File: config.mk
export PLATFORM = sky130hd
export DESIGN_NAME = cau_cell
export DESIGN_NICKNAME = d
export VERILOG_FILES = /design/src/rtl/cau_pkg.sv /design/src/rtl/cau_cell.sv
export SDC_FILE = /design/constraint.sdc
export NUM_CORES = 2
export LEC_CHECK = 0
export ABC_CLOCK_PERIOD_IN_PS = 23700
export BUFFER_PORTS_ARGS = -buffer_cell sky130_fd_sc_hd__buf_4
export CAP_MARGIN = 20
export CORE_AREA = 2 2 445 447
export DETAILED_ROUTE_END_ITERATION = 10
export DIE_AREA = 0 0 447 449
export SYNTH_ARGS = -nofsm -noshare
export SYNTH_HDL_FRONTEND = slang
export SYNTH_SLANG_ARGS = --single-unit
File: constraint.sdc
create_clock -name clk -period 23.7 [get_ports clk]
set_input_delay 1.185 -clock clk [delete_from_list [all_inputs] [get_ports clk]]
set_output_delay 1.185 -clock clk [all_outputs]
set_load 0.05 [all_outputs]
File: src/rtl/cau_pkg.sv
`timescale 1ns / 1ps
// ----------------------------------------------------------------------------
// cau_pkg
// Shared types, constants and helper functions of the complex arithmetic unit.
// ----------------------------------------------------------------------------
package cau_pkg;

  localparam int DATA_W      = 32;
  localparam int FRAC_W      = 16;
  localparam int PROD_W      = 64;
  localparam int SUM_W       = 66;
  localparam int XY_W        = 36;
  localparam int Z_W         = 35;
  localparam int IDX_W       = 6;
  localparam int QUO_W       = 33;
  localparam int NUM_CELLS   = 33;
  localparam int SQRT_STEPS  = 32;
  localparam int CORDIC_STEPS = 31;
  localparam int ANG_SHIFT   = 30 - FRAC_W;

  localparam logic signed [Z_W-1:0] HALF_PI_Q30 = Z_W'(64'd1686629713);
  localparam logic signed [Z_W-1:0] ANG_ROUND   = Z_W'(64'd1) << (ANG_SHIFT - 1);
  localparam logic signed [Z_W-1:0] PI_F        = Z_W'(64'd205887);

  localparam logic signed [SUM_W-1:0] SAT_MAX = SUM_W'(32'h7fffffff);
  localparam logic signed [SUM_W-1:0] SAT_MIN = -SAT_MAX - SUM_W'(1);

  typedef enum logic [2:0] {
    MODE_ADD  = 3'd0,
    MODE_SUB  = 3'd1,
    MODE_MUL  = 3'd2,
    MODE_DIV  = 3'd3,
    MODE_CONJ = 3'd4,
    MODE_MOD  = 3'd5,
    MODE_ARG  = 3'd6
  } mode_t;

  typedef struct packed {
    logic [DATA_W-1:0] val;
    logic              ovf;
  } sat_t;

  typedef struct packed {
    logic [PROD_W-1:0] r;
    logic [QUO_W-1:0]  qd;
    logic              neg;
    logic              big;
  } div_lane_t;

  typedef struct packed {
    logic [2:0]               mode;
    logic [DATA_W-1:0]        fast_re;
    logic [DATA_W-1:0]        fast_im;
    logic                     fast_ovf;
    logic                     dz;
    logic [PROD_W-1:0]        den;
    div_lane_t                dre;
    div_lane_t                dim;
    logic [PROD_W-1:0]        sq_n;
    logic [PROD_W-1:0]        sq_res;
    logic signed [XY_W-1:0]   cx;
    logic signed [XY_W-1:0]   cy;
    logic signed [Z_W-1:0]    cz;
    logic                     on_axis;
    logic                     x_neg;
  } cell_t;

  function automatic sat_t sat_word(input logic signed [SUM_W-1:0] v);
    sat_t s;
    if (v > SAT_MAX) begin
      s.val = 32'h7fffffff;
      s.ovf = 1'b1;
    end else if (v < SAT_MIN) begin
      s.val = 32'h80000000;
      s.ovf = 1'b1;
    end else begin
      s.val = v[DATA_W-1:0];
      s.ovf = 1'b0;
    end
    return s;
  endfunction

  function automatic sat_t sat_mag(input logic neg, input logic [QUO_W-1:0] mag);
    sat_t s;
    if (!neg) begin
      if (mag > 33'h07fffffff) begin
        s.val = 32'h7fffffff;
        s.ovf = 1'b1;
      end else begin
        s.val = mag[DATA_W-1:0];
        s.ovf = 1'b0;
      end
    end else begin
      if (mag > 33'h080000000) begin
        s.val = 32'h80000000;
        s.ovf = 1'b1;
      end else begin
        s.val = -mag[DATA_W-1:0];
        s.ovf = 1'b0;
      end
    end
    return s;
  endfunction

  function automatic logic [29:0] atan_q30(input logic [IDX_W-1:0] i);
    logic [29:0] a;
    case (i)
      6'd0:  a = 30'h3243F6A8;
      6'd1:  a = 30'h1DAC6705;
      6'd2:  a = 30'h0FADBAFC;
      6'd3:  a = 30'h07F56EA6;
      6'd4:  a = 30'h03FEAB76;
      6'd5:  a = 30'h01FFD55B;
      6'd6:  a = 30'h00FFFAAA;
      6'd7:  a = 30'h007FFF55;
      6'd8:  a = 30'h003FFFEA;
      6'd9:  a = 30'h001FFFFD;
      6'd10: a = 30'h000FFFFF;
      6'd11: a = 30'h0007FFFF;
      6'd12: a = 30'h0003FFFF;
      6'd13: a = 30'h0001FFFF;
      6'd14: a = 30'h0000FFFF;
      6'd15: a = 30'h00007FFF;
      6'd16: a = 30'h00003FFF;
      6'd17: a = 30'h00001FFF;
      6'd18: a = 30'h00000FFF;
      6'd19: a = 30'h000007FF;
      6'd20: a = 30'h000003FF;
      6'd21: a = 30'h000001FF;
      6'd22: a = 30'h000000FF;
      6'd23: a = 30'h0000007F;
      6'd24: a = 30'h0000003F;
      6'd25: a = 30'h0000001F;
      6'd26: a = 30'h0000000F;
      6'd27: a = 30'h00000008;
      6'd28: a = 30'h00000004;
      6'd29: a = 30'h00000002;
      6'd30: a = 30'h00000001;
      default: a = 30'h0;
    endcase
    return a;
  endfunction

endpackage

File: src/rtl/cau_cell.sv
`timescale 1ns / 1ps
// ----------------------------------------------------------------------------
// cau_cell
// One step of the two divider lanes, the square root and the CORDIC rotation.
// ----------------------------------------------------------------------------
module cau_cell (
  input  logic                        clk,
  input  logic                        rst,
  input  logic [cau_pkg::IDX_W-1:0]   idx,
  input  logic                        in_valid,
  input  cau_pkg::cell_t              din,
  output logic                        in_en,
  output logic                        out_valid,
  output cau_pkg::cell_t              dout,
  input  logic                        out_en
);

  logic v;
  cau_pkg::cell_t nxt;
  logic [cau_pkg::PROD_W-1:0] sq_bit;
  logic [cau_pkg::PROD_W:0]   sq_sum;
  logic [5:0] sq_sh;
  logic signed [cau_pkg::XY_W-1:0] xs, ys;
  logic signed [cau_pkg::Z_W-1:0]  da;

  function automatic cau_pkg::div_lane_t div_step(input cau_pkg::div_lane_t l,
                                                  input logic [cau_pkg::PROD_W-1:0] den);
    cau_pkg::div_lane_t o;
    logic [cau_pkg::PROD_W:0] t;
    logic ge;
    o  = l;
    t  = {l.r, l.qd[cau_pkg::QUO_W-1]};
    ge = t >= {1'b0, den};
    o.r  = ge ? cau_pkg::PROD_W'(t - {1'b0, den}) : t[cau_pkg::PROD_W-1:0];
    o.qd = {l.qd[cau_pkg::QUO_W-2:0], ge};
    return o;
  endfunction

  assign in_en     = ~v | out_en;
  assign out_valid = v;

  always_comb begin
    nxt     = din;
    nxt.dre = div_step(din.dre, din.den);
    nxt.dim = div_step(din.dim, din.den);

    sq_sh  = 6'd62 - {idx[4:0], 1'b0};
    sq_bit = cau_pkg::PROD_W'(1) << sq_sh;
    sq_sum = {1'b0, din.sq_res} + {1'b0, sq_bit};
    if (idx < cau_pkg::IDX_W'(cau_pkg::SQRT_STEPS)) begin
      if ({1'b0, din.sq_n} >= sq_sum) begin
        nxt.sq_n   = din.sq_n - sq_sum[cau_pkg::PROD_W-1:0];
        nxt.sq_res = (din.sq_res >> 1) + sq_bit;
      end else begin
        nxt.sq_res = din.sq_res >> 1;
      end
    end

    xs = din.cx >>> idx;
    ys = din.cy >>> idx;
    da = $signed({5'b0, cau_pkg::atan_q30(idx)});
    if (idx < cau_pkg::IDX_W'(cau_pkg::CORDIC_STEPS)) begin
      if (din.cy > 0) begin
        nxt.cx = din.cx + ys;
        nxt.cy = din.cy - xs;
        nxt.cz = din.cz + da;
      end else begin
        nxt.cx = din.cx - ys;
        nxt.cy = din.cy + xs;
        nxt.cz = din.cz - da;
      end
    end
  end

  always_ff @(posedge clk) begin
    if (rst) begin
      v <= 1'b0;
    end else if (in_en) begin
      v <= in_valid;
    end
  end

  always_ff @(posedge clk) begin
    if (in_en) dout <= nxt;
  end

endmodule

== After elaboration in Yosys (flattened, before gate mapping) ==
Memory sizes are Yosys's and may differ from the RTL's.
Cells that the tools add are included.
Widths: inputs -> output; s select.

* Add/sub/neg operators: 12
* Magnitude comparators: 6
* Shift-type cells: 3
* Mux-type cells: 8
* Bitwise operators: 2

{| class="wikitable"
|+ Operator list
! operator !! count
|-
| $mux 64 || 4
|-
| $mux 107 || 2
|-
| $sub 64x64->64 || 3
|-
| $ge 65x64->1 || 2
|-
| $mux 128 || 1
|-
| $add 36x36->36 || 2
|-
| $sshr 36x6->36 || 2
|-
| $sub 36x36->36 || 2
|-
| $add 64x64->65 || 1
|-
| $ge 64x65->1 || 1
|-
| $add 63x64->64 || 1
|-
| $shl 1x6->64 const A || 1
|-
| $gt 36x1->1 const B || 1
|-
| $add 35x31->35 || 1
|-
| $sub 35x31->35 || 1
|-
| $mux 30 || 1
|-
| $lt 6x5->1 const B || 1
|-
| $lt 6x6->1 const B || 1
|-
| $sub 6x6->6 const A || 1
|-
| $not 1->1 || 1
|-
| $or 1x1->1 || 1
|}

* Register bits: 569
* Bits in read-only memories: 960
* Input bits: 578
* Output and inout bits: 570
* Word-level logic and storage cells: 54
* Memories: 1

{| class="wikitable"
|+ Memories
! name !! words !! bits a word !! read ports !! clocked after Yosys merged registers in !! write ports !! RTL line !! text
|-
| (name not given) || 32 || 30 || 1 || 0 || 0 || cau_pkg.sv:107 || <nowiki>case (i)</nowiki>
|}

== Longest topological paths before layout ==
* Depth after elaboration: 6
* Gate-level depth with buffers: 37
* Depth with buffers taken out: 28

== Worst setup path before layout ==
OpenSTA, ideal clock, no wires.

* Path type: input-to-output
* Start point: input out_en
* End point: output in_en
* Arrival: 15.077 ns
* Data required time: 22.515 ns
* Setup slack: 7.438 ns
* Stages on the path: 1
* Path buffers: 0
* Cell sequence: nand2b_1

* Word-level cells in the longest chain between the ends: 1

{| class="wikitable"
|+ Ends and longest elaborated chain
! element !! RTL line !! text
|-
| from (decl) || cau_cell.sv:15 || <nowiki>input logic out_en</nowiki>
|-
| $or 1x1->1 || cau_cell.sv:39 || <nowiki>assign in_en = ~v | out_en;</nowiki>
|-
| to (decl) || cau_cell.sv:12 || <nowiki>output logic in_en,</nowiki>
|}

No other way between the ends.

==> reports/summary.txt <==
Top cell type's share of synthesized area -> 33.9%
Most frequent cells after synthesis -> 638 x nand2_1, 568 x edfxtp_1, 488 x o21ai_0
Hold Crit Class -> primary input to register
Routed vias -> 50500
Final setup fails -> 0
Post-CTS setup repair buffer count -> 0
Fin. Hold Viols -> 0
Post-synthesis register bit count -> 569
Layout cell share with drive strength beyond 1 -> 23.6%
Sequential Power Share -> 29.4%
First-pass GRT wire length -> 367 mm
WP data arrival -> 9640 ps
Synth async-reset ratio -> 0%
Avg Synthesized Cell Area -> 9.07 sq um
DRC violations left -> 0
Htree depth -> 3
Startpoint types -> primary input
RSZ-0062 raised after global routing -> no
I/O pin cnt -> 1148
Crit path buf inv count -> 4
Core Region -> 196000 sq um
Reg clk slew, reported paths -> 60 ps
RePlAce Congestion -> 0.987
Antenna violations before repair -> 53
Die height -> 449 um
Seq/Total Area, Yosys -> 34.0%
Cell with the most instances after synthesis -> nand2_1
CTS tree -> built
Die ar. -> 201000 sq um
Final period utilization -> 38.7%
Setup Skew -> 53.9 ps
Clock Sinks -> 569
Combinational share of power -> 42.8%
Post-synth EDFFs -> 568
1st-iter DRT viols -> 4452
Sw Pwr -> 1980 uW
GR Overflow Total -> 0
Crit path max-delay family -> compound AO/OA/AOI/OAI gates
Area leader, netlist -> edfxtp_1
Fin Setup TNS -> 0 ps
Insertion delay to the later sink of the worst-skew pair -> 720 ps
Max Freq -> 109 MHz
Synthesized cell area -> 50300 sq um
CP max stage cell -> a21boi_0
Wirelength per Cell -> 28.9 um
Largest net degree at the start of global routing -> 118
Area growth, synth to finish -> 27.8%
Area contributors post-synth -> edfxtp_1 34%, ha_1 9.2%, o21ai_0 4.9%, nand2_1 4.8%, a21oi_1 4.3%
Post-DP HPWL -> 218 mm
Dominant synthesized flop cell -> edfxtp_1
Netlist cell types -> 120
Worst setup path category -> primary input to register
Die Span X -> 447 um
P_int -> 2670 uW
DRT Wirelength -> 269 mm
Mapped Cells -> 5539
Root Buffer -> clkbuf_16
Max Slew Vio Count -> 0
Run status -> finished, final reports clean
GRT Total Usage -> 25.5%
Worst-Margin Slew -> 1240 ps
Initial core utilization -> 25.6%
Max_cap viols -> 0
Drt pass-1 iters -> 6
Net Sw Frac -> 42.6%
Yosys warns -> 0
Slowest Stage Delay on Critical Path -> 600 ps
Pleak -> 0.0273 uW
Post-placement worst setup slack -> 13990 ps
Row count -> 163
Crit path time final -> 9170 ps
CP Max Fanout -> 56
IO buf count -> 1147
CP endpoint kind -> register
Worst endpoint required time -> 24170 ps
Detailed-route vias per instance -> 5.44
Slew headroom -> 16.2%
Worst-case vdd ir drop -> 0.0549 mV
Final setup margin -> 14530 ps
Vias in the first global route -> 48500
Resize count post-CTS -> 0
Clock share of power -> 27.8%
Post-layout net count -> 7501
Max Root-Sink Buffers -> 3
Hold_buf cts -> 0
Syn Nets -> 6492
PwrDens -> 72.4 nW/um^2
TritonCTS Buffers -> 78
Antenna-violating nets left -> 0
-- flip-flops by register name, summed over array words and instances (netlist names) --
register   flops
dout         568
out_valid      1
-- power groups by stage --
| stage | Combinational (uW) | Clock [uW] | Sequential [uW] |
|---|---|---|---|
| 4_1_cts | 1980 | 1320 | 1370 |
| 5_1_grt | 2090 | 1360 | 1370 |
| 3_5_place_dp | 1970 | 0 | 1380 |
| 2_1_floorplan | 780 | 0 | 1870 |
| 6_report | 1990 | 1290 | 1370 |
| 3_3_place_gp | 1960 | 0 | 1380 |
-- layer usage --
| metal | GRT usage [%] | vias up | share of wire [%] |
|---|---|---|---|
| li1 | - | 23000 | - |
| met1 | 26.7 | 24400 | 34 |
| met2 | 43.7 | 2492 | 49 |
| met3 | 5.25 | 602 | 7.3 |
| met4 | 21.2 | 26 | 9.2 |
| met5 | 0 | - | 0.063 |
-- kinds of logic (layout without fill, tap and decap cells) --
group | count (synthesis) | after routing | synth area share (%)
fa+ha+maj | 377 | 377 | 9.46
mux | 225 | 225 | 6.71
simple gates | 1670 | 1670 | 15.7
buf+inv | 485 | 1558 | 4.16
flops | 569 | 569 | 34.0
other cells | 0 | 37 | 0
compound gates | 1805 | 1805 | 22.9
xor+xnor | 408 | 408 | 7.11
-- metrics by stage --
stage          total power, uW  utilization, %  area [sq um]  hold slack [ps]  std cells
2_1_floorplan             2650               -         50300             1250       5539
3_3_place_gp              3350            31.3         61400             1060       9105
3_5_place_dp              3350            31.3         61400             1070       9106
4_1_cts                   4660            32.7         64100              556       9250
5_1_grt                   4820            32.7         64200              579       9279
6_report                  4650            32.7         64200              615       9289
-- placed cells by master (no fill, tap or decap), drive strengths merged, types with 35 or more instances in the layout --
cell type | Yosys | final
buf | 86 | 1197
nand2 | 639 | 639
edfxtp | 568 | 568
o21ai | 498 | 498
a21oi | 430 | 430
nor2 | 370 | 370
ha | 369 | 369
inv | 213 | 223
xnor2 | 210 | 210
a21o | 204 | 204
xor2 | 198 | 198
nand3 | 119 | 119
a31oi | 114 | 114
nand4 | 94 | 94
nor3 | 90 | 90
clkbuf | 182 | 87
mux2i | 81 | 81
mux4 | 80 | 80
o21bai | 66 | 66
mux2 | 64 | 64
nand2b | 59 | 59
and3 | 56 | 56
a211oi | 51 | 51
o211ai | 51 | 51
nor2b | 45 | 45
and2 | 42 | 42
o21a | 38 | 38
diode | 0 | 37
o31ai | 35 | 35
clkinv | 4 | 35
-- path summary, 6_finish.rpt --
kind | from | end | slack [ps] | cells after the start
worst max-delay path | idx[1] | dout[147] | 14530 | 30
worst max register to register | out_valid | dout[444] | 19880 | 4
worst min register to register | out_valid | dout[172] | 1050 | 1
worst min-delay path | din[553] | dout[553] | 610 | 1
-- final cells by class --
type	count	area [sq um]
Antenna cell	37	92.6
Clock buffer	87	1990
Clock inverter	57	763
Fill cell	20500	132000
Inverter	217	817
Multi-Input combinational cell	4485	31200
Sequential cell	569	17100
Tap cell	2640	3300
Timing Repair Buffer	1197	9030
Note: power is estimated with default switching activity, not from simulation.
