[config.mk]
export PLATFORM = sky130hd
export DESIGN_NAME = cau_out
export DESIGN_NICKNAME = d
export VERILOG_FILES = /design/src/rtl/cau_pkg.sv /design/src/rtl/cau_out.sv
export SDC_FILE = /design/constraint.sdc
export NUM_CORES = 1
export LEC_CHECK = 0
export ABC_AREA = 1
export ABC_CLOCK_PERIOD_IN_PS = 7700
export BUFFER_PORTS_ARGS = -buffer_cell sky130_fd_sc_hd__buf_2
export CAP_MARGIN = 10
export CORE_AREA = 2 2 251 253
export CTS_BUF_LIST = sky130_fd_sc_hd__clkbuf_4 sky130_fd_sc_hd__clkbuf_8
export CTS_CLUSTER_DIAMETER = 80
export DETAILED_ROUTE_END_ITERATION = 16
export DIE_AREA = 0 0 253 255
export GPL_ROUTABILITY_DRIVEN = 0
export PLACE_DENSITY = 0.36
export RECOVER_POWER = 100
export SLEW_MARGIN = 20
export SYNTH_ARGS = -nofsm -noshare
export SYNTH_HDL_FRONTEND = slang
export SYNTH_SLANG_ARGS = --single-unit
[constraint.sdc]
create_clock -name clk -period 7.7 [get_ports clk]
set_input_delay 0 -clock clk [delete_from_list [all_inputs] [get_ports clk]]
set_output_delay 0 -clock clk [all_outputs]
set_load 0.05 [all_outputs]
[src/rtl/cau_pkg.sv]
`timescale 1ns / 1ps
// ----------------------------------------------------------------------------
// cau_pkg
// Shared types, constants and helper functions of the complex arithmetic unit.
// ----------------------------------------------------------------------------
package cau_pkg;

  localparam int DATA_W      = 32;
  localparam int FRAC_W      = 16;
  localparam int PROD_W      = 64;
  localparam int SUM_W       = 66;
  localparam int XY_W        = 36;
  localparam int Z_W         = 35;
  localparam int IDX_W       = 6;
  localparam int QUO_W       = 33;
  localparam int NUM_CELLS   = 33;
  localparam int SQRT_STEPS  = 32;
  localparam int CORDIC_STEPS = 31;
  localparam int ANG_SHIFT   = 30 - FRAC_W;

  localparam logic signed [Z_W-1:0] HALF_PI_Q30 = Z_W'(64'd1686629713);
  localparam logic signed [Z_W-1:0] ANG_ROUND   = Z_W'(64'd1) << (ANG_SHIFT - 1);
  localparam logic signed [Z_W-1:0] PI_F        = Z_W'(64'd205887);

  localparam logic signed [SUM_W-1:0] SAT_MAX = SUM_W'(32'h7fffffff);
  localparam logic signed [SUM_W-1:0] SAT_MIN = -SAT_MAX - SUM_W'(1);

  typedef enum logic [2:0] {
    MODE_ADD  = 3'd0,
    MODE_SUB  = 3'd1,
    MODE_MUL  = 3'd2,
    MODE_DIV  = 3'd3,
    MODE_CONJ = 3'd4,
    MODE_MOD  = 3'd5,
    MODE_ARG  = 3'd6
  } mode_t;

  typedef struct packed {
    logic [DATA_W-1:0] val;
    logic              ovf;
  } sat_t;

  typedef struct packed {
    logic [PROD_W-1:0] r;
    logic [QUO_W-1:0]  qd;
    logic              neg;
    logic              big;
  } div_lane_t;

  typedef struct packed {
    logic [2:0]               mode;
    logic [DATA_W-1:0]        fast_re;
    logic [DATA_W-1:0]        fast_im;
    logic                     fast_ovf;
    logic                     dz;
    logic [PROD_W-1:0]        den;
    div_lane_t                dre;
    div_lane_t                dim;
    logic [PROD_W-1:0]        sq_n;
    logic [PROD_W-1:0]        sq_res;
    logic signed [XY_W-1:0]   cx;
    logic signed [XY_W-1:0]   cy;
    logic signed [Z_W-1:0]    cz;
    logic                     on_axis;
    logic                     x_neg;
  } cell_t;

  function automatic sat_t sat_word(input logic signed [SUM_W-1:0] v);
    sat_t s;
    if (v > SAT_MAX) begin
      s.val = 32'h7fffffff;
      s.ovf = 1'b1;
    end else if (v < SAT_MIN) begin
      s.val = 32'h80000000;
      s.ovf = 1'b1;
    end else begin
      s.val = v[DATA_W-1:0];
      s.ovf = 1'b0;
    end
    return s;
  endfunction

  function automatic sat_t sat_mag(input logic neg, input logic [QUO_W-1:0] mag);
    sat_t s;
    if (!neg) begin
      if (mag > 33'h07fffffff) begin
        s.val = 32'h7fffffff;
        s.ovf = 1'b1;
      end else begin
        s.val = mag[DATA_W-1:0];
        s.ovf = 1'b0;
      end
    end else begin
      if (mag > 33'h080000000) begin
        s.val = 32'h80000000;
        s.ovf = 1'b1;
      end else begin
        s.val = -mag[DATA_W-1:0];
        s.ovf = 1'b0;
      end
    end
    return s;
  endfunction

  function automatic logic [29:0] atan_q30(input logic [IDX_W-1:0] i);
    logic [29:0] a;
    case (i)
      6'd0:  a = 30'h3243F6A8;
      6'd1:  a = 30'h1DAC6705;
      6'd2:  a = 30'h0FADBAFC;
      6'd3:  a = 30'h07F56EA6;
      6'd4:  a = 30'h03FEAB76;
      6'd5:  a = 30'h01FFD55B;
      6'd6:  a = 30'h00FFFAAA;
      6'd7:  a = 30'h007FFF55;
      6'd8:  a = 30'h003FFFEA;
      6'd9:  a = 30'h001FFFFD;
      6'd10: a = 30'h000FFFFF;
      6'd11: a = 30'h0007FFFF;
      6'd12: a = 30'h0003FFFF;
      6'd13: a = 30'h0001FFFF;
      6'd14: a = 30'h0000FFFF;
      6'd15: a = 30'h00007FFF;
      6'd16: a = 30'h00003FFF;
      6'd17: a = 30'h00001FFF;
      6'd18: a = 30'h00000FFF;
      6'd19: a = 30'h000007FF;
      6'd20: a = 30'h000003FF;
      6'd21: a = 30'h000001FF;
      6'd22: a = 30'h000000FF;
      6'd23: a = 30'h0000007F;
      6'd24: a = 30'h0000003F;
      6'd25: a = 30'h0000001F;
      6'd26: a = 30'h0000000F;
      6'd27: a = 30'h00000008;
      6'd28: a = 30'h00000004;
      6'd29: a = 30'h00000002;
      6'd30: a = 30'h00000001;
      default: a = 30'h0;
    endcase
    return a;
  endfunction

endpackage

[src/rtl/cau_out.sv]
`timescale 1ns / 1ps
// ----------------------------------------------------------------------------
// cau_out
// Result selection, angle rounding, final saturation and output register.
// ----------------------------------------------------------------------------
module cau_out (
  input  logic                clk,
  input  logic                rst,
  input  logic                in_valid,
  input  cau_pkg::cell_t      din,
  output logic                in_en,
  output logic                out_valid,
  input  logic                out_ready,
  output logic [31:0]         res_re,
  output logic [31:0]         res_im,
  output logic                overflow,
  output logic                divide_by_zero
);

  logic v;
  logic [31:0] re_next, im_next;
  logic ovf_next, dz_next;
  cau_pkg::sat_t q_re, q_im, s_mod;
  logic signed [cau_pkg::Z_W-1:0] ang;

  assign in_en     = ~v | out_ready;
  assign out_valid = v;

  always_comb begin
    q_re  = din.dre.big ? cau_pkg::sat_mag(din.dre.neg, '1)
                        : cau_pkg::sat_mag(din.dre.neg && (din.dre.qd != '0), din.dre.qd);
    q_im  = din.dim.big ? cau_pkg::sat_mag(din.dim.neg, '1)
                        : cau_pkg::sat_mag(din.dim.neg && (din.dim.qd != '0), din.dim.qd);
    s_mod = cau_pkg::sat_mag(1'b0, din.sq_res[cau_pkg::QUO_W-1:0]);
    ang   = (din.cz + cau_pkg::ANG_ROUND) >>> cau_pkg::ANG_SHIFT;
    if (ang > cau_pkg::PI_F) ang = cau_pkg::PI_F;
    if (ang < -cau_pkg::PI_F) ang = -cau_pkg::PI_F;
    if (din.on_axis) ang = din.x_neg ? cau_pkg::PI_F : '0;

    re_next  = din.fast_re;
    im_next  = din.fast_im;
    ovf_next = din.fast_ovf;
    dz_next  = 1'b0;
    case (din.mode)
      cau_pkg::MODE_DIV: begin
        if (din.dz) begin
          re_next  = '0;
          im_next  = '0;
          ovf_next = 1'b0;
          dz_next  = 1'b1;
        end else begin
          re_next  = q_re.val;
          im_next  = q_im.val;
          ovf_next = q_re.ovf | q_im.ovf;
        end
      end
      cau_pkg::MODE_MOD: begin
        re_next  = s_mod.val;
        im_next  = '0;
        ovf_next = s_mod.ovf;
      end
      cau_pkg::MODE_ARG: begin
        re_next  = ang[31:0];
        im_next  = '0;
        ovf_next = 1'b0;
      end
      default: begin
        re_next = din.fast_re;
      end
    endcase
  end

  always_ff @(posedge clk) begin
    if (rst) begin
      v <= 1'b0;
    end else if (in_en) begin
      v <= in_valid;
    end
  end

  always_ff @(posedge clk) begin
    if (in_en) begin
      res_re         <= re_next;
      res_im         <= im_next;
      overflow       <= ovf_next;
      divide_by_zero <= dz_next;
    end
  end

endmodule

### Word level (Yosys, flattened, before mapping)

Cells that the tools add are included.

| cells by class | value |
|---|---|
| $add $sub $neg | 3 |
| $lt $le $gt $ge | 7 |
| equal/unequal tests | 3 |
| muxes and demuxes | 22 |
| bitwise logic cells | 3 |
| reductions and logical operators | 5 |

Operators with widths:

| kind | count |
|---|---|
| 33-bit two-way mux | 11 |
| 32-bit two-way mux | 4 |
| 33-bit by 31-bit > comparator with 1-bit output (second input constant) | 3 |
| 32-bit case mux with 3 select lines | 1 |
| 33-bit by 32-bit > comparator with 1-bit output (second input constant) | 2 |
| 33-bit nonzero test | 2 |
| 32-bit negation | 2 |
| 32-bit case mux with 2 select lines | 1 |
| 35-bit by 15-bit adder with 35-bit output (second input constant) | 1 |
| 35-bit by 19-bit less-than comparator with 1-bit output (second input constant) | 1 |
| 35-bit two-way mux | 1 |
| 21-bit by 19-bit > comparator with 1-bit output (second input constant) | 1 |
| 18-bit two-way mux | 1 |
| 3-bit equality test (second input constant) | 2 |
| 3-bit by 2-bit equality test with 1-bit output (second input constant) | 1 |
| 1-bit case mux with 3 select lines | 1 |
| 1-bit logical AND | 2 |
| 1-bit two-way mux | 2 |
| 1-bit OR | 2 |
| 2-bit OR reduction | 1 |
| 1-bit inverter | 1 |

| storage, ports and cells | value |
|---|---|
| bits in registers | 67 |
| bits of input ports | 572 |
| output and inout port bits | 68 |
| logic and storage cells | 48 |

### Depth between registers and ports, before layout

Gate-level depths: netlist of run 1.

| depth | value |
|---|---|
| depth in word-level cells | 7 |
| depth in mapped cells | 28 |
| depth with buffers taken out | 26 |

### Worst setup path after synthesis of run 1

No wires, ideal clock.

| timing path | value |
|---|---|
| path kind | input-to-reg |
| from | input din[15] (netlist bit) |
| to | register res_re[16], data pin |
| setup time | 0.271 ns |
| arrival time | 2.697 ns |
| required time | 7.429 ns |
| slack | 4.732 ns |
| stages on the path | 24 |
| path buffers | 3 |
| cell sequence | ha_1 -> nand3_2 -> nor2_4 -> nand2_2 -> nor2_4 -> xor2_2 -> nand2_1 -> nor2_2 -> nand3_1 -> nand3_4 -> buf_6 -> nand3_1 -> nor2_1 -> a21oi_1 -> nand2_1 -> nand2_1 -> ha_1 -> clkbuf_1 -> inv_1 -> clkbuf_1 -> nand2_1 -> nand2_1 -> nand2_1 -> o2111ai_1 |

| on the way | value |
|---|---|
| word-level cells in the longest chain between the ends | 7 |

Ends and longest elaborated chain:

| element | RTL line | source |
|---|---|---|
| start: declaration | cau_out.sv:10 | `input cau_pkg::cell_t din,` |
| 35-bit by 15-bit adder with 35-bit output (*) | cau_out.sv:35 | `ang = (din.cz + cau_pkg::ANG_ROUND) >>> cau_pkg::ANG_SHIFT;` |
| 21-bit by 19-bit > comparator with 1-bit output | cau_out.sv:36 | `if (ang > cau_pkg::PI_F) ang = cau_pkg::PI_F;` |
| 35-bit two-way mux (*) | cau_out.sv:36 |  |
| 35-bit by 19-bit less-than comparator with 1-bit output | cau_out.sv:37 | `if (ang < -cau_pkg::PI_F) ang = -cau_pkg::PI_F;` |
| 32-bit two-way mux (*) | cau_out.sv:37 |  |
| 32-bit two-way mux (*) | cau_out.sv:38 | `if (din.on_axis) ang = din.x_neg ? cau_pkg::PI_F : '0;` |
| 32-bit case mux with 3 select lines (*) | cau_out.sv:44 | `case (din.mode)` |
| via re_next[16] | cau_out.sv:21 | `logic [31:0] re_next, im_next;` |
| end signal: assignment | cau_out.sv:83 | `res_re <= re_next;` |
| end: declaration | cau_out.sv:14 | `output logic [31:0] res_re,` |

Mark *: on every way through the listed nets, which the timed path passes. The rest lies on a longest branch.
A chain may end at the register's enable or synchronous reset.

### Worst setup path after layout of run 1

| timing path | value |
|---|---|
| from | register v (netlist: out_valid) |
| to | output in_en |

| on the way | value |
|---|---|
| word-level cells in the longest chain between the ends | 2 |

Ends and longest elaborated chain:

| element | RTL line | source |
|---|---|---|
| start: declaration | cau_out.sv:20 | `logic v;` |
| start signal: assignment | cau_out.sv:77 | `v <= in_valid;` |
| 1-bit inverter | cau_out.sv:26 | `assign in_en = ~v \| out_ready;` |
| 1-bit OR | cau_out.sv:26 |  |
| end: declaration | cau_out.sv:11 | `output logic in_en,` |

No other way between the ends.

==> metrics.md, run 1 <==
| Metric | Value |
|---|---|
| Mapped Cells | `1,114` |
| Pin count of the biggest net entering global routing | `62` |
| CP Capture Type | `primary output` |
| Worst Hold Class | `in -> reg` |
| Area contributors post-synth | `edfxtp_1 (28%), nand2_1 (18%), nand3_1 (8.3%)` |
| Setup violations, final | `0` |
| Initial Utilization | `0.113` |
| Remaining DRCs | `0` |
| Final min period | `4.44 ns` |
| Final Hold Viols | `0` |
| First-pass GRT wire length | `58,200 um` |
| Die height | `255 um` |
| Design Area, Final | `0.0102 mm^2` |
| Slew Viols, Final | `62` |
| DR vias/cell | `3.97` |
| WS Path Type | `reg -> out` |
| Post-synthesis xor/xnor area fraction | `0.0186` |
| Origin of the critical flop-to-flop path | `out_valid` |
| CTS clk-pin slew, worst paths | `0.09 ns` |
| Total track usage | `0.124` |
| Synth Area in Simple Gates | `0.444` |
| # rows | `92` |
| Core Box Area | `0.0622 mm^2` |
| Tcrit/Tclk final | `0.577` |
| Clock sink count | `67` |
| Global route overflow | `0` |
| H-tree levels | `3` |
| Post-synthesis mux area share | `0` |
| Main synth FF type | `edfxtp_1` |
| Max Root-Sink Buffers | `2` |
| Yosys cell types | `46` |
| CTS tree | `yes` |
| Data required, critical path | `7.70 ns` |
| Worst Tran Pin Value | `4.00 ns` |
| Static leakage | `0.00439 uW` |
| Crit. Startpoint | `out_valid` |
| Most frequent cells in the layout | `nand2_1 (331), buf_2 (196), inv_1 (122)` |
| Startpoint types | `register` |
| Initial DRC count | `704` |
| Max-slew headroom | `-1.66` |
| Chip width | `253 um` |
| Worst hold path startpoint | `din[554]` |
| Complex-gate fraction of the synthesized area | `0.145` |
| Peak supply drop | `0.0650 mV` |
| Met2 wire length | `17,900 um` |
| Yosys warns | `0` |
| Fin Setup TNS | `0 ns` |
| Layout Skew | `0.0167 ns` |
| Share of the synthesized area in the top cell type | `0.283` |
| Post-CTS Resized | `0` |
| CP max FO | `61` |
| # Max-Cap Violations | `1` |
| Pwr/cell area | `134 mW/mm^2` |
| Final #Nets | `2,034` |
| Register area share after synthesis | `0.286` |
| Initial antenna violation count | `9` |
| Pre-Repair DR Iteration Count | `5` |
| Met3 wire length | `2700 um` |
| EDFF count, synth | `66` |
| DP Wirelength | `33,600 um` |
| Most common cell after layout, fill and taps aside | `nand2_1` |
| Worst EP arrival | `4.44 ns` |
| Via count | `8,974` |
| I/O Buffers | `267` |
| Yosys reg bits | `67` |
| Max frequency | `0.225 GHz` |
| Top Layer Used | `met5` |
| DRT antenna net count | `0` |
| Adder-Cell Fraction of Synth Area | `0.0107` |
| Post-DP Area | `0.00922 mm^2` |
| Wire per inst | `18.2 um` |
| Asr flop ratio synth | `0` |
| Area leader, netlist | `edfxtp_1` |
| Fillers | `7,315` |
| Clock Latency Late Sink | `0.43 ns` |
| Layout cells sized above 1 | `0.175` |
| Final WL | `41,100 um` |
| Synth Area per Inst | `6.28 um^2` |
| Main combinational cell family by area after synthesis | `simple AND/OR/NAND/NOR gates` |
| Syn Nets | `1,692` |
| Unrepaired setup endpoints after global routing | `no` |
| Outcome | `complete, but fails checks` |
| Vias in the first global route | `8,589` |
| Clock root buffer | `clkbuf_8` |
| Mapped Area | `0.00700 mm^2` |
| Layout area overhead | `46.2%` |
| Violated checks | `capacitance limit, slew limit` |
| Die ar. | `0.0645 mm^2` |
| Met1 Wirelength | `19,700 um` |
| Number of CTS-inserted buffers | `9` |
| Ports | `640` |
[through the flow]
stage	utilization	worst slack, ns	hold WS [ns]	instances	total power, uW
2_1_floorplan	-	4.73	0.0691	1114	788
3_3_place_gp	0.148	4.05	0.164	2146	1000
3_5_place_dp	0.148	4.07	0.163	2146	1000
4_1_cts	0.167	4.04	0.00850	2260	1410
5_1_grt	0.165	2.65	0.0224	2261	1450
6_report	0.165	3.26	0.0471	2261	1370
[flip-flops by register name (all words and copies together) (netlist names)]
name            cells
divide_by_zero      1
out_valid           1
overflow            1
res_im             32
res_re             32
[cells in the mapped netlist (2+ instances only)]
| cell type | instances |
|---|---|
| nor3_2 | 2 |
| nor2_4 | 7 |
| a31oi_1 | 4 |
| o2111ai_1 | 7 |
| buf_6 | 2 |
| buf_1 | 4 |
| nand2_1 | 328 |
| edfxtp_1 | 66 |
| ha_1 | 6 |
| clkinv_1 | 3 |
| a31o_2 | 2 |
| nand3b_1 | 5 |
| o21ai_0 | 90 |
| nand3_2 | 5 |
| nand3_4 | 2 |
| nor2_1 | 98 |
| o21ai_1 | 8 |
| nor4_1 | 10 |
| buf_2 | 4 |
| inv_1 | 122 |
| buf_4 | 2 |
| o31ai_1 | 11 |
| clkbuf_1 | 29 |
| nand2_2 | 11 |
| o211ai_1 | 14 |
| nand4_1 | 55 |
| nor2_2 | 7 |
| xnor2_1 | 6 |
| o221ai_1 | 2 |
| nand3_1 | 116 |
| inv_2 | 3 |
| or2_2 | 5 |
| nor3_1 | 25 |
| a21oi_1 | 35 |
| xor2_1 | 7 |
[worst max-delay path, stage by stage (launching register included)]
cell and delay (ns):
dfxtp_1 0.32, nand2_1 0.25, clkbuf_1 2.84, clkbuf_1 0.58
[power by group]
part / total [uW] / switching (uW) / internal [uW] / leakage (uW)
combinational: 563 / 402 / 161 / 0.00358
sequential: 468 / 16.2 / 452 / 0.000714
clock: 338 / 185 / 153 / 0.0000961
[final cells by class]
class | count | area, um^2 | area share
timing repair buffer | 373 | 2280 | 0.223
multi-input combinational | 877 | 4270 | 0.417
sequential | 67 | 2000 | 0.196
tap | 799 | 1000 | 0.0977
clock inverter | 6 | 63.8 | 0.00624
clock buffer | 10 | 131 | 0.0128
antenna | 1 | 2.50 | 0.000245
inverter | 128 | 480 | 0.0470
[cell families (layout without fill, tap and decap cells)]
logic type / after synthesis / count (layout)
other cells: 0 / 1
flops: 67 / 67
xor+xnor: 14 / 14
buf+inv: 170 / 517
simple gates: 679 / 679
compound gates: 178 / 178
fa+ha+maj: 6 / 6
[path summary, 6_finish.rpt]
kind | to | slack [ns] | cells after the start
worst min register to register | overflow | 0.75 | 1
worst max register to register | res_im[22] | 3.76 | 2
worst max-delay path | in_en | 3.26 | 3
worst min-delay path | res_re[21] | 0.05 | 3
[repair_timing]
action / in CTS / in global routing
buffers inserted: 0 / 0
endpoints found under the hold margin: 73 / 0
hold buffers: 98 / 0
[metal layers]
metal / global-route usage / vias up
met5: 0 / -
met4: 0.0348 / 8
met3: 0.0285 / 36
met2: 0.189 / 321
met1: 0.175 / 4135
li1: - / 4474
Power figures use the tool's default switching activity.
==> run 2, diff against run 1 <==
--- a/config.mk
+++ b/config.mk
@@ -6,16 +6,16 @@
 export NUM_CORES = 1
 export LEC_CHECK = 0
 export ABC_AREA = 1
-export ABC_CLOCK_PERIOD_IN_PS = 7700
+export ABC_CLOCK_PERIOD_IN_PS = 4100
 export BUFFER_PORTS_ARGS = -buffer_cell sky130_fd_sc_hd__buf_2
 export CAP_MARGIN = 10
-export CORE_AREA = 2 2 251 253
+export CORE_AREA = 2 2 245 247
 export CTS_BUF_LIST = sky130_fd_sc_hd__clkbuf_4 sky130_fd_sc_hd__clkbuf_8
 export CTS_CLUSTER_DIAMETER = 80
 export DETAILED_ROUTE_END_ITERATION = 16
-export DIE_AREA = 0 0 253 255
+export DIE_AREA = 0 0 247 249
 export GPL_ROUTABILITY_DRIVEN = 0
-export PLACE_DENSITY = 0.36
+export PLACE_DENSITY = 0.38
 export RECOVER_POWER = 100
 export SLEW_MARGIN = 20
 export SYNTH_ARGS = -nofsm -noshare
==> constraint.sdc (replaced) <==
create_clock -name clk -period 4.1 [get_ports clk]
set_input_delay 0 -clock clk [delete_from_list [all_inputs] [get_ports clk]]
set_output_delay 0 -clock clk [all_outputs]
set_load 0.05 [all_outputs]
==> run 2 against run 1 <==
Against the previous run: the run still ends with capacitance limit, slew limit left; combinational power up 87%; global-route usage up 0.42 points; clock power up 85%; die area down 4.7%; sequential share of layout area up 0.094 points; critical path depth up 20; first-iteration DRC count down 4.8%; largest cell class unchanged; cell count down 1.2%; highest routed layer unchanged.
==> metrics.md, run 2 (synthesis results as in run 1) <==
| Metric | Value |
|---|---|
| Outcome | `complete, but fails checks` |
| Violated checks | `capacitance limit, slew limit` |
| Pre-Repair DR Iteration Count | `5` |
| Top Registers | `res_im (32), res_re (32)` |
| Final min period | `3.74 ns` |
| Worst EP arrival | `3.88 ns` |
| Core Box Area | `0.0587 mm^2` |
| DRT antenna net count | `0` |
| Peak supply drop | `0.126 mV` |
| Max Root-Sink Buffers | `2` |
| Unrepaired setup endpoints after global routing | `no` |
| Setup violations, final | `0` |
| Layout area overhead | `45.5%` |
| Startpoint types | `input port` |
| H-tree levels | `3` |
| Worst path slowest cell | `dlygate4sd3_1` |
| Fillers | `6,819` |
| Data required, critical path | `4.24 ns` |
| Total track usage | `0.129` |
| Final Hold Viols | `0` |
| # rows | `89` |
| DR vias/cell | `4.07` |
| Clock sink count | `67` |
| Clock root buffer | `clkbuf_8` |
| Die height | `249 um` |
| Via count | `9,078` |
| Fin Setup TNS | `0 ns` |
| Most frequent cells in the layout | `nand2_1 (331), buf_2 (198), inv_1 (122)` |
| Tcrit/Tclk final | `0.912` |
| CTS tree | `yes` |
| Initial DRC count | `670` |
| Max frequency | `0.267 GHz` |
| Layout Skew | `0.0151 ns` |
| Pwr/cell area | `251 mW/mm^2` |
| Pin count of the biggest net entering global routing | `66` |
| Worst Tran Pin Value | `2.10 ns` |
| # Max-Cap Violations | `1` |
| WS Path Type | `in -> reg` |
| CP Capture Type | `register` |
| Layout cells sized above 1 | `0.181` |
| Max-slew headroom | `-0.402` |
| First-pass GRT wire length | `58,100 um` |
| Design Area, Final | `0.0102 mm^2` |
| Final WL | `40,600 um` |
| I/O Buffers | `267` |
| Die ar. | `0.0615 mm^2` |
| Chip width | `247 um` |
| Post-CTS Setup Bufs | `0` |
| CTS clk-pin slew, worst paths | `0.09 ns` |
| Crit path cell chain | `buf_2 -> ha_1 -> nand2_1 -> nor2_4 -> nand2_2 -> nor2_2 -> xor2_1 -> nor2_1 -> nor2_1 -> nor2_1 -> nand2_2 -> nand3_4 -> nand2_1 -> nor2_1 -> a21oi_1 -> nand2_1 -> nand2_1 -> ha_1 -> nor2_1 -> nand2_1 -> buf_4 -> nand4_1 -> dlygate4sd3_1` |
| Initial antenna violation count | `4` |
| Vias in the first global route | `8,741` |
| Remaining DRCs | `0` |
| Number of CTS-inserted buffers | `9` |
| Fin Hold WS | `0.0307 ns` |
| Initial Utilization | `0.119` |
| CP max FO | `24` |
| Ports | `640` |
| Post-DP Area | `0.00924 mm^2` |
| DP Wirelength | `33,500 um` |
| Most common cell after layout, fill and taps aside | `nand2_1` |
| Clock Latency Late Sink | `0.40 ns` |
| Wire per inst | `18.2 um` |
| Final #Nets | `2,031` |
| Static leakage | `0.00440 uW` |
| Slew Viols, Final | `46` |
| Worst Hold Class | `in -> reg` |
| Worst path max stage delay | `0.60 ns` |
| Global route overflow | `0` |
[run 2: cell count changes in the layout (fill, tap and decap cells not counted), sizes merged]
cell,before,now
buf,203,210
inv,126,128
diode,1,2
clkinv,5,6
clkbuf,82,80
clkinvlp,2,0
dlygate4sd3,98,89
[run 2: power by group]
group          switching, uW  total (uW)  leakage (uW)  internal [uW]
Clock                    339         626      0.000101            287
Combinational            755        1050       0.00358            296
Sequential              33.4         880      0.000714            847
Total                   1130        2560       0.00440           1430
[run 2: through the flow]
stage,total power [uW],util,setup WS (ns),std cells
floorplan,1480,-,1.13,1114
global placement,1890,0.157,0.487,2126
detailed placement,1890,0.157,0.454,2126
CTS,2630,0.176,0.437,2230
global route,2710,0.173,0.0157,2232
finish,2560,0.174,0.360,2233
[run 2: per-layer routing]
layer | part of all wire | up-vias | track usage | wire length (um)
met5 | 0.00064 | - | 0 | 26
met4 | 0.026 | 4 | 0.0384 | 1040
met3 | 0.058 | 37 | 0.0201 | 2350
met2 | 0.44 | 312 | 0.198 | 17800
met1 | 0.48 | 4250 | 0.183 | 19400
li1 | - | 4475 | - | -
[run 2: path summary, 6_finish.rpt]
path / from / endpoint / slack [ns] / cells after the start
setup / recovery: din[15] / res_re[23] / 0.36 / 23
hold reg to reg: out_valid / res_im[9] / 2.02 / 1
hold / removal: din[524] / res_im[23] / 0.03 / 3
setup reg to reg: out_valid / res_re[0] / 1.04 / 2
[run 2: area by class of cell]
class	count	area [um^2]	share of cell area
Antenna cell	2	5.00	0.000492
Clock buffer	9	124	0.0122
Clock inverter	7	75.1	0.00737
Inverter	128	480	0.0472
Multi-Input combinational cell	877	4290	0.421
Sequential cell	67	2000	0.197
Tap cell	773	967	0.0950
Timing Repair Buffer	370	2240	0.220
[run 2: worst max-delay path, delay by kind of cell]
family,cells,cell delay (ns)
compound gates,1,0.16
xor+xnor,1,0.36
fa+ha+maj,2,0.34
buf+inv,3,0.91
simple gates,16,2.06
[run 2: timing repair]
item,in CTS,in global routing
hold buffers,88,1
resized for setup,0,0
hold endpoints to repair,64,1
==> run 3, diff against run 2 <==
--- a/config.mk
+++ b/config.mk
@@ -6,7 +6,7 @@
 export NUM_CORES = 1
 export LEC_CHECK = 0
 export ABC_AREA = 1
-export ABC_CLOCK_PERIOD_IN_PS = 4100
+export ABC_CLOCK_PERIOD_IN_PS = 3750
 export BUFFER_PORTS_ARGS = -buffer_cell sky130_fd_sc_hd__buf_2
 export CAP_MARGIN = 10
 export CORE_AREA = 2 2 245 247
==> constraint.sdc (replaced) <==
create_clock -name clk -period 3.75 [get_ports clk]
set_input_delay 0 -clock clk [delete_from_list [all_inputs] [get_ports clk]]
set_output_delay 0 -clock clk [all_outputs]
set_load 0.05 [all_outputs]
==> run 3 against run 2 <==
Against the previous run: the run still ends with capacitance limit, slew limit left; count of clock-buffer cells in the layout stayed put; sequential cell count stayed put; worst hold slack worse by 0.014 ns; clock skew down 0.0047 ns; die area unchanged; sequential power up 9.9%; wire length is 0.86% higher; final area grew 0.91%; utilization up 0.16 points; critical path depth up 3; worst setup slack got worse by 0.095 ns; combinational power grew 10%; critical endpoint is now res_re[5]; largest cell class unchanged.
==> metrics.md, run 3 (synthesis results as in run 1) <==
| Metric | Value |
|---|---|
| Design Area, Final | `0.0103 mm^2` |
| Final Hold Viols | `0` |
| I/O Buffers | `267` |
| Initial Utilization | `0.119` |
| Data required, critical path | `3.90 ns` |
| # rows | `89` |
| Violated checks | `capacitance limit, slew limit` |
| Fin Setup TNS | `0 ns` |
| # Max-Cap Violations | `1` |
| CP Capture Type | `register` |
| Outcome | `complete, but fails checks` |
| DRT antenna net count | `0` |
| Most frequent cells in the layout | `nand2_1 (330), buf_2 (198), inv_1 (121)` |
| Crit. Startpoint | `din[15]` |
| Chip width | `247 um` |
| Global route overflow | `0` |
| Post-Place Cells | `2,133` |
| Max-slew headroom | `-0.143` |
| Worst path max stage delay | `0.56 ns` |
| Pwr/cell area | `265 mW/mm^2` |
| Worst Hold Class | `in -> reg` |
| First-pass GRT wire length | `58,200 um` |
| Setup violations, final | `0` |
| Total track usage | `0.129` |
| CTS clk-pin slew, worst paths | `0.09 ns` |
| Remaining DRCs | `0` |
| Worst hold path startpoint | `din[557]` |
| Startpoint types | `input port` |
| Top Registers | `res_im (32), res_re (32)` |
| Via count | `9,158` |
| Initial DRC count | `603` |
| Layout area overhead | `46.9%` |
| Max frequency | `0.287 GHz` |
| Core Box Area | `0.0587 mm^2` |
| Layout Skew | `0.0103 ns` |
| Die height | `249 um` |
| CP Buf/Inv Count | `6` |
| Clock Latency Late Sink | `0.39 ns` |
| Final Non-Filler Cells | `2,244` |
| Die ar. | `0.0615 mm^2` |
| Unrepaired setup endpoints after global routing | `no` |
| Final WL | `40,900 um` |
| Most numerous cell on the critical path | `nand2_1` |
| DP Wirelength | `33,800 um` |
| Pre-Repair DR Iteration Count | `5` |
| Clock sink count | `67` |
| Worst path slowest cell | `dlygate4sd3_1` |
| Clock root buffer | `clkbuf_8` |
| CP max FO | `10` |
| H-tree levels | `3` |
| Tcrit/Tclk final | `0.929` |
| Origin of the critical flop-to-flop path | `out_valid` |
| Number of CTS-inserted buffers | `9` |
| Worst path top cell family by delay | `simple AND/OR/NAND/NOR gates` |
| Initial antenna violation count | `9` |
| DR vias/cell | `4.08` |
| CTS tree | `yes` |
| Worst Tran Pin Value | `1.71 ns` |
| Static leakage | `0.00443 uW` |
| Most common cell after layout, fill and taps aside | `nand2_1` |
| Worst EP arrival | `3.63 ns` |
| Vias in the first global route | `8,873` |
| Layout cells sized above 1 | `0.195` |
| Post-DP Area | `0.00930 mm^2` |
| Wire per inst | `18.2 um` |
| Peak supply drop | `0.139 mV` |
| Slew Viols, Final | `38` |
| WS Path Type | `in -> reg` |
| Final #Nets | `2,042` |
| Ports | `640` |
| Final min period | `3.48 ns` |
| Max Root-Sink Buffers | `2` |
| Pin count of the biggest net entering global routing | `47` |
## run 3: cell count changes in the layout (fill, tap and decap cells not counted), sizes merged
cell         before  now
buf             210  223
bufinv            1    0
clkbuf           80   83
clkinv            6    5
clkinvlp          0    4
dlygate4sd3      89   82
inv             128  127
nand3           123  124
## run 3: where the power goes
part | internal, uW | total (uW) | switching (uW)
sequential | 926 | 967 | 40.6
combinational | 329 | 1160 | 827
clock | 245 | 604 | 359
total | 1500 | 2730 | 1230
## run 3: repair_timing
item	CTS	global route
resized for setup	0	8
hold endpoints to repair	62	1
hold buffers	81	1
setup buffers	0	9
endpoints found under the setup margin	0	15
## run 3: final timing paths
check / slack (ns) / depth (start not counted) / to
worst max register to register: 0.69 / 4 / out_valid
worst max-delay path: 0.27 / 26 / res_re[5]
worst min register to register: 1.76 / 1 / res_im[12]
worst min-delay path: 0.02 / 3 / res_re[24]
## run 3: area by class of cell
cell class,instances,area [um^2]
fillers,6807,48400
multi-input cells,878,4340
well taps,773,967
repair buffers,379,2290
diodes,2,5.00
inverters,128,484
clock inverters,7,51.3
clock buffers,9,124
repair inverters,1,5.00
flip-flops and latches,67,2000
## run 3: through the flow
step,worst slack (ns),hold WS (ns),power [uW],utilization
floorplan,0.782,0.0691,1620,-
CTS,0.214,0.00152,2790,0.175
global placement,0.237,0.156,2080,0.158
global route,0.0572,0.00833,2900,0.175
finish,0.265,0.0165,2730,0.175
detailed placement,0.195,0.160,2070,0.158
## run 3: worst reg2reg max path: stages (launching register included)
cell,delay (ns)
dfxtp_1,0.32
nand2_1,1.21
clkbuf_1,0.73
a21oi_1,0.12
dlygate4sd3_1,0.58
## run 3: per-layer routing
metal | GRT usage | vias up | share of wire | wire, um
li1 | - | 4499 | - | -
met3 | 0.0266 | 52 | 0.066 | 2700
met5 | 0 | - | 0.0015 | 63
met4 | 0.0408 | 10 | 0.027 | 1130
met2 | 0.201 | 315 | 0.44 | 18100
met1 | 0.177 | 4282 | 0.46 | 18900
